[src/rtl/bpdd_pkg.sv]
package bpdd_pkg;

    // Framing and button characters.
    localparam logic [7:0] CH_START = 8'h21;
    localparam logic [7:0] CH_TYPE  = 8'h42;
    localparam logic [7:0] CH_ONE   = 8'h31;
    localparam logic [7:0] CH_ZERO  = 8'h30;

    // Speed buttons and arrow buttons.
    localparam logic [7:0] BTN_SPEED_LO = 8'h31;
    localparam logic [7:0] BTN_SPEED_HI = 8'h34;
    localparam logic [7:0] BTN_UP       = 8'h35;
    localparam logic [7:0] BTN_DOWN     = 8'h36;
    localparam logic [7:0] BTN_LEFT     = 8'h37;
    localparam logic [7:0] BTN_RIGHT    = 8'h38;

    localparam logic [2:0] SPEED_RESET = 3'd4;

    localparam int TDATA_IN_W  = 8;
    localparam int TDATA_OUT_W = 24;

    typedef enum logic [4:0] {
        PH_IDLE   = 5'b00001,
        PH_TYPE   = 5'b00010,
        PH_BUTTON = 5'b00100,
        PH_HIT    = 5'b01000,
        PH_CHECK  = 5'b10000
    } phase_t;

    // A complete, checksum-correct packet as seen by the drive logic.
    typedef struct packed {
        logic       valid;
        logic [7:0] button;
        logic       pressed;
    } pkt_t;

endpackage

[src/rtl/bpdd_parser.sv]
module bpdd_parser import bpdd_pkg::*; (
    input  logic       aclk,
    input  logic       aresetn,
    input  logic       step,
    input  logic [7:0] rx_byte,
    output pkt_t       pkt
);

    phase_t     phase_reg, phase_next;
    logic [7:0] button_reg, button_next;
    logic [7:0] hit_reg, hit_next;
    logic [7:0] sum;

    // The checksum byte must equal the inverse of the eight-bit sum of the first four bytes.
    assign sum = CH_START + CH_TYPE + button_reg + hit_reg;

    always_comb begin
        phase_next  = phase_reg;
        button_next = button_reg;
        hit_next    = hit_reg;
        pkt.valid   = 1'b0;
        pkt.button  = button_reg;
        pkt.pressed = (hit_reg == CH_ONE);
        unique case (phase_reg)
            PH_TYPE: begin
                phase_next = (rx_byte == CH_TYPE) ? PH_BUTTON : PH_IDLE;
            end
            PH_BUTTON: begin
                button_next = rx_byte;
                phase_next  = PH_HIT;
            end
            PH_HIT: begin
                hit_next   = rx_byte;
                phase_next = PH_CHECK;
            end
            PH_CHECK: begin
                phase_next = PH_IDLE;
                pkt.valid  = (rx_byte == ~sum);
            end
            default: begin
                phase_next = (rx_byte == CH_START) ? PH_TYPE : PH_IDLE;
            end
        endcase
        if (!step) begin
            pkt.valid = 1'b0;
        end
    end

    always_ff @(posedge aclk) begin
        if (!aresetn) begin
            phase_reg  <= PH_IDLE;
            button_reg <= '0;
            hit_reg    <= '0;
        end else if (step) begin
            phase_reg  <= phase_next;
            button_reg <= button_next;
            hit_reg    <= hit_next;
        end
    end

endmodule

[src/rtl/bpdd_drive.sv]
module bpdd_drive import bpdd_pkg::*; (
    input  logic              aclk,
    input  logic              aresetn,
    input  pkt_t              pkt,
    output logic signed [3:0] left_next,
    output logic signed [3:0] right_next
);

    logic [2:0]        speed_reg, speed_next;
    logic signed [3:0] left_reg, right_reg;
    logic signed [3:0] pos, neg;

    assign pos = signed'({1'b0, speed_reg});
    assign neg = -pos;

    always_comb begin
        speed_next = speed_reg;
        left_next  = left_reg;
        right_next = right_reg;
        if (pkt.valid) begin
            if (pkt.button >= BTN_SPEED_LO && pkt.button <= BTN_SPEED_HI) begin
                if (pkt.pressed) begin
                    speed_next = pkt.button[2:0];
                end
            end else if (pkt.button >= BTN_UP && pkt.button <= BTN_RIGHT) begin
                if (!pkt.pressed) begin
                    left_next  = '0;
                    right_next = '0;
                end else begin
                    unique case (pkt.button)
                        BTN_UP: begin
                            left_next  = pos;
                            right_next = pos;
                        end
                        BTN_DOWN: begin
                            left_next  = neg;
                            right_next = neg;
                        end
                        BTN_LEFT: begin
                            left_next  = neg;
                            right_next = pos;
                        end
                        default: begin
                            left_next  = pos;
                            right_next = neg;
                        end
                    endcase
                end
            end
        end
    end

    always_ff @(posedge aclk) begin
        if (!aresetn) begin
            speed_reg <= SPEED_RESET;
            left_reg  <= '0;
            right_reg <= '0;
        end else begin
            speed_reg <= speed_next;
            left_reg  <= left_next;
            right_reg <= right_next;
        end
    end

endmodule

[src/rtl/button_packet_drive_decoder_core.sv]
// Button packet decoder for a two-motor drive.
// The slave channel takes one received serial byte per item. The parser looks for the
// five-byte packet '!', 'B', button, hit, checksum, where the checksum is the inverse of
// the eight-bit sum of the first four bytes. A bad header or checksum byte sends the
// parser back to hunting for '!', and that byte is not looked at again as a start byte.
// Each good packet gives one item on the master channel: the raw button byte, the pressed
// flag, the LED nibble and the left and right motor commands in quarters of full speed.
// Bytes that do not complete a good packet give no item.
// Each byte goes into an input register, is parsed by a single pass of combinational
// logic and, if it completes a packet, lands in the output register. The result item is
// therefore offered once the checksum byte has passed from the input register into the
// output register; one byte can be accepted in every cycle while the receiver does not
// stall. When the receiver stalls, the output register holds its item and the input
// register still takes one more byte; after that s_tready falls.
// Reset clears the parser to idle, the motor commands to zero and the speed to full,
// and empties both registers.
module button_packet_drive_decoder_core import bpdd_pkg::*; (
    input  logic                   aclk,
    input  logic                   aresetn,
    input  logic                   s_tvalid,
    output logic                   s_tready,
    input  logic [TDATA_IN_W-1:0]  s_tdata,  // [7:0] rx_byte
    output logic                   m_tvalid,
    input  logic                   m_tready,
    // [7:0] button_code, [8] pressed, [12:9] led_pattern, [16:13] left_drive,
    // [20:17] right_drive, [23:21] zero
    output logic [TDATA_OUT_W-1:0] m_tdata
);

    logic                   in_valid_reg;
    logic [7:0]             in_byte_reg;
    logic                   out_valid_reg;
    logic [TDATA_OUT_W-1:0] out_data_reg;
    logic [TDATA_OUT_W-1:0] out_data_next;
    logic                   step;
    pkt_t                   pkt;
    logic signed [3:0]      left_next, right_next;

    // The held byte moves on once the output register is free or being emptied.
    assign step     = in_valid_reg && (!out_valid_reg || m_tready);
    assign s_tready = !in_valid_reg || step;

    bpdd_parser u_parser (
        .aclk    (aclk),
        .aresetn (aresetn),
        .step    (step),
        .rx_byte (in_byte_reg),
        .pkt     (pkt)
    );

    bpdd_drive u_drive (
        .aclk       (aclk),
        .aresetn    (aresetn),
        .pkt        (pkt),
        .left_next  (left_next),
        .right_next (right_next)
    );

    // The LED nibble is the button byte less '0'; its low four bits are the button's own.
    assign out_data_next = {3'b000, right_next, left_next, pkt.button[3:0],
                            pkt.pressed, pkt.button};

    always_ff @(posedge aclk) begin
        if (!aresetn) begin
            in_valid_reg  <= 1'b0;
            out_valid_reg <= 1'b0;
        end else begin
            if (s_tready) begin
                in_valid_reg <= s_tvalid;
            end
            if (step) begin
                out_valid_reg <= pkt.valid;
            end else if (m_tready) begin
                out_valid_reg <= 1'b0;
            end
        end
    end

    always_ff @(posedge aclk) begin
        if (s_tready) begin
            in_byte_reg <= s_tdata;
        end
        if (pkt.valid) begin
            out_data_reg <= out_data_next;
        end
    end

    assign m_tvalid = out_valid_reg;
    assign m_tdata  = out_data_reg;

endmodule

[config.mk]
export PLATFORM = sky130hd
export DESIGN_NAME = button_packet_drive_decoder_core
export DESIGN_NICKNAME = d
export VERILOG_FILES = /design/src/rtl/bpdd_pkg.sv /design/src/rtl/bpdd_parser.sv /design/src/rtl/bpdd_drive.sv /design/src/rtl/button_packet_drive_decoder_core.sv
export SDC_FILE = /design/constraint.sdc
export NUM_CORES = 1
export LEC_CHECK = 0
export ABC_AREA = 1
export BUFFER_PORTS_ARGS = -buffer_cell sky130_fd_sc_hd__buf_2
export CORE_ASPECT_RATIO = 1.75
export CORE_MARGIN = 5
export CORE_UTILIZATION = 30
export DETAILED_ROUTE_END_ITERATION = 10
export PLACE_DENSITY = 0.53
export SYNTH_ARGS = -nofsm -noshare
export SYNTH_HDL_FRONTEND = slang
export SYNTH_SLANG_ARGS = --single-unit
[constraint.sdc]
create_clock -name aclk -period 4.2 [get_ports aclk]
set_input_delay 0.84 -clock aclk [delete_from_list [all_inputs] [get_ports aclk]]
set_output_delay 0.84 -clock aclk [all_outputs]
set_load 0.01 [all_outputs]
==> impl_metrics.py <==
metrics = {
    "sta": {
        "rsz0062_at_grt": "no",
        "finalCritPeriodShare_pct": 74.3,
        "period_minus_slack_ns": 3.12,
        "fmax_mhz": 321,
        "max_slew_margin_pct": 64.4,
        "timing.hold.ws_ns": 0.466,
        "skew_ns": 0.00629,
        "finalMaxSlewViolations": 0,
        "tightest_slew_ns": 0.529,
        "finalSetupViolCount": 0,
        "hold_viol_final": 0,
        "fin_tns_setup_ns": 0,
    },
    "clock_tree": {
        "tritoncts.num_buffers": 9,
        "root_buffer": "clkbuf_16",
        "cts_sinks": 59,
        "hold_buffers": 0,
        "clock_path_buffers": 2,
        "cts_resized": 0,
        "clkTransAtPathRegs_ns": 0.05,
        "post_cts_buffers": 0,
        "tritoncts": "built",
        "clk_latency_ns": 0.33,
        "htree_num_levels": 3,
    },
    "grt": {
        "met1_usage_pct": 11.1,
        "met3_usage_pct": 3.12,
        "grt_pass1_vias": 2430,
        "grt_use_total_pct": 11.5,
        "grt_max_degree": 21,
        "grt_overflow_total": 0,
        "grt_busiest_layer": "met2",
        "use_met2_pct": 22.0,
        "antenna_found_initial": 0,
        "grt_pass1_wl_um": 11000,
    },
    "setup_path": {
        "arrival_ns": 3.15,
        "rr_worst_depth": 15,
        "required_ns": 4.23,
        "path_max_fanout": 17,
        "crit_path_start_kind": "register",
        "cp-end-kind": "register",
        "path_class": "reg -> reg",
    },
    "die": {
        "die_y_um": 145,
        "io_pins": 38,
        "std_cell_rows": 49,
        "dieArea_um2": 12600,
        "initial_core_util_pct": 30.4,
        "core-area_um2": 10200,
        "die_width_um": 87.0,
    },
    "hold_path": {
        "hold_depth": 2,
        "hold_path_class": "reg -> reg",
    },
    "layout": {
        "nets": 460,
        "finish.utilization_pct": 35.8,
        "fill_cells": 1068,
        "diodes": 0,
        "largest_reg_flops": 17,
        "layout-area-overhead-vs-synth_pct": 17.6,
        "fin_cells": 564,
        "drive_gt1_share_pct": 15.8,
    },
    "synth": {
        "synthCells": 398,
        "yosysSeqAreaShare_pct": 45.9,
        "yosys_warnings": 0,
        "synth_cell_type_count": 32,
        "ys_seq_elements": 59,
        "syn_avg_cell_area_um2": 7.83,
        "syn-cell-area_um2": 3120,
    },
    "placed_design": {
        "hpwl_um": 5330,
        "dp_cells": 549,
        "gp_congestion": 0.850,
        "port_buffers": 34,
    },
    "drt": {
        "vias": 2501,
        "drt-wirelength-per-cell_um": 11.8,
        "drtIter0Drc": 92,
        "post-route-drc-count": 0,
        "first_pass_iters": 4,
        "via_per_inst": 4.43,
        "wl_um": 6680,
        "antenna_left": 0,
    },
    "power_and_ir_drop": {
        "power.density_nw_per_um2": 369,
        "p_leak_nw": 1.71,
        "peakVddDrop_uv": 264,
    },
    "run_status": {
        "run_status": "completed",
    },
    "flow_run": {
        "max_cap_violations": 0,
    },
}
[power by group]
group / internal [W] / switching [W] / total [W] / leakage [nW]
clock: 0.000468 / 0.000232 / 0.000699 / 0.140
combinational: 0.0000148 / 0.0000284 / 0.0000432 / 1.04
sequential: 0.000602 / 0.00000735 / 0.000610 / 0.526
[layout make-up]
cell class,count,area [µm²],area share (%)
Sequential cell,59,1430,39.1
Inverter,69,259,7.07
Timing Repair Buffer,35,178,4.85
Tap cell,127,159,4.34
Clock buffer,12,246,6.73
Clock inverter,3,38.8,1.06
Multi-Input combinational cell,259,1350,36.9
[per-stage QoR]
step / power, W / worst slack (ns) / cell area (µm²)
floorplan: 0.000651 / 1.51 / 3120
global placement: 0.000664 / 1.12 / 3380
detailed placement: 0.000664 / 1.08 / 3380
CTS: 0.00137 / 1.07 / 3660
global route: 0.00140 / 0.842 / 3660
finish: 0.00135 / 1.08 / 3660
[final timing paths]
kind | startpoint | end | slack, ns
worst min-delay path | u_drive.left_reg[1] | u_drive.left_reg[1] | 0.47
worst max-delay path | u_parser.button_reg[1] | m_tdata[10] | 1.08
worst min register to register | u_drive.left_reg[1] | u_drive.left_reg[1] | 0.47
worst max register to register | u_parser.button_reg[1] | m_tdata[10] | 1.08
[cells in the mapped netlist]
cell type,instances,area (µm²)
nand2_1,101,379
inv_1,63,236
nor2_1,35,131
dfxtp_1,34,681
a21oi_1,29,145
edfxtp_1,25,751
nand3_1,25,125
o21ai_0,20,100
ha_1,14,175
buf_4,7,52.6
inv_2,5,18.8
clkbuf_1,4,15.0
nand3_2,4,40.0
nand2_2,3,18.8
nor2_2,3,18.8
nor2_4,3,33.8
nor4_1,3,18.8
nand3b_1,2,15.0
nand4_1,2,12.5
nor3_2,2,20.0
o211ai_1,2,15.0
xor2_1,2,17.5
a211oi_1,1,7.51
a21oi_4,1,16.3
buf_1,1,3.75
buf_6,1,11.3
clkinv_1,1,3.75
conb_1,1,3.75
fa_1,1,20.0
nand3_4,1,17.5
nor3_1,1,5.00
or2_1,1,6.26
[metal layers]
| layer | vias to the layer above | wire, µm |
|---|---|---|
| met2 | 48 | 3640 |
| met5 | - | 0 |
| met1 | 1107 | 2570 |
| met4 | 0 | 163 |
| met3 | 16 | 305 |
| li1 | 1330 | - |
[critical path, cell delays in order, from the launching register on]
cell and delay [ns]:
dfxtp_1 0.37, inv_1 0.10, ha_1 0.29, inv_1 0.06, ha_1 0.17, inv_1 0.06
fa_1 0.51, inv_1 0.05, nand2_1 0.05, nand2_1 0.05, nor2_1 0.11, nand3_2 0.12
nor2_4 0.13, nand2_2 0.07, nor2_4 0.43, buf_4 0.28
[cells in the final DEF (no fill, tap or decap), types with 2 or more instances in the layout]
| master | instances |
|---|---|
| clkinv_1 | 2 |
| clkbuf_16 | 9 |
| nand3_2 | 4 |
| nor4_1 | 3 |
| clkbuf_1 | 2 |
| nand2_2 | 3 |
| o21ai_0 | 20 |
| inv_1 | 63 |
| nor3_2 | 2 |
| nand2_1 | 101 |
| inv_2 | 5 |
| a21oi_1 | 29 |
| buf_2 | 34 |
| nor2_1 | 35 |
| nor2_2 | 3 |
| conb_1 | 3 |
| o211ai_1 | 2 |
| xor2_1 | 2 |
| nand3b_1 | 2 |
| edfxtp_1 | 25 |
| nand4_1 | 2 |
| ha_1 | 14 |
| dfxtp_1 | 34 |
| nor2_4 | 3 |
| nand3_1 | 25 |
[logic make-up (layout without fill, tap and decap cells)]
logic type	count (synthesis)	after routing	share of synthesized area [%]
compound gates	53	53	9.12
xor+xnor	2	2	0.562
fa+ha+maj	15	15	6.27
buf+inv	82	119	11.0
flops	59	59	45.9
other cells	1	3	0.120
simple gates	186	186	27.0
Note: power is estimated with default switching activity, not from simulation.
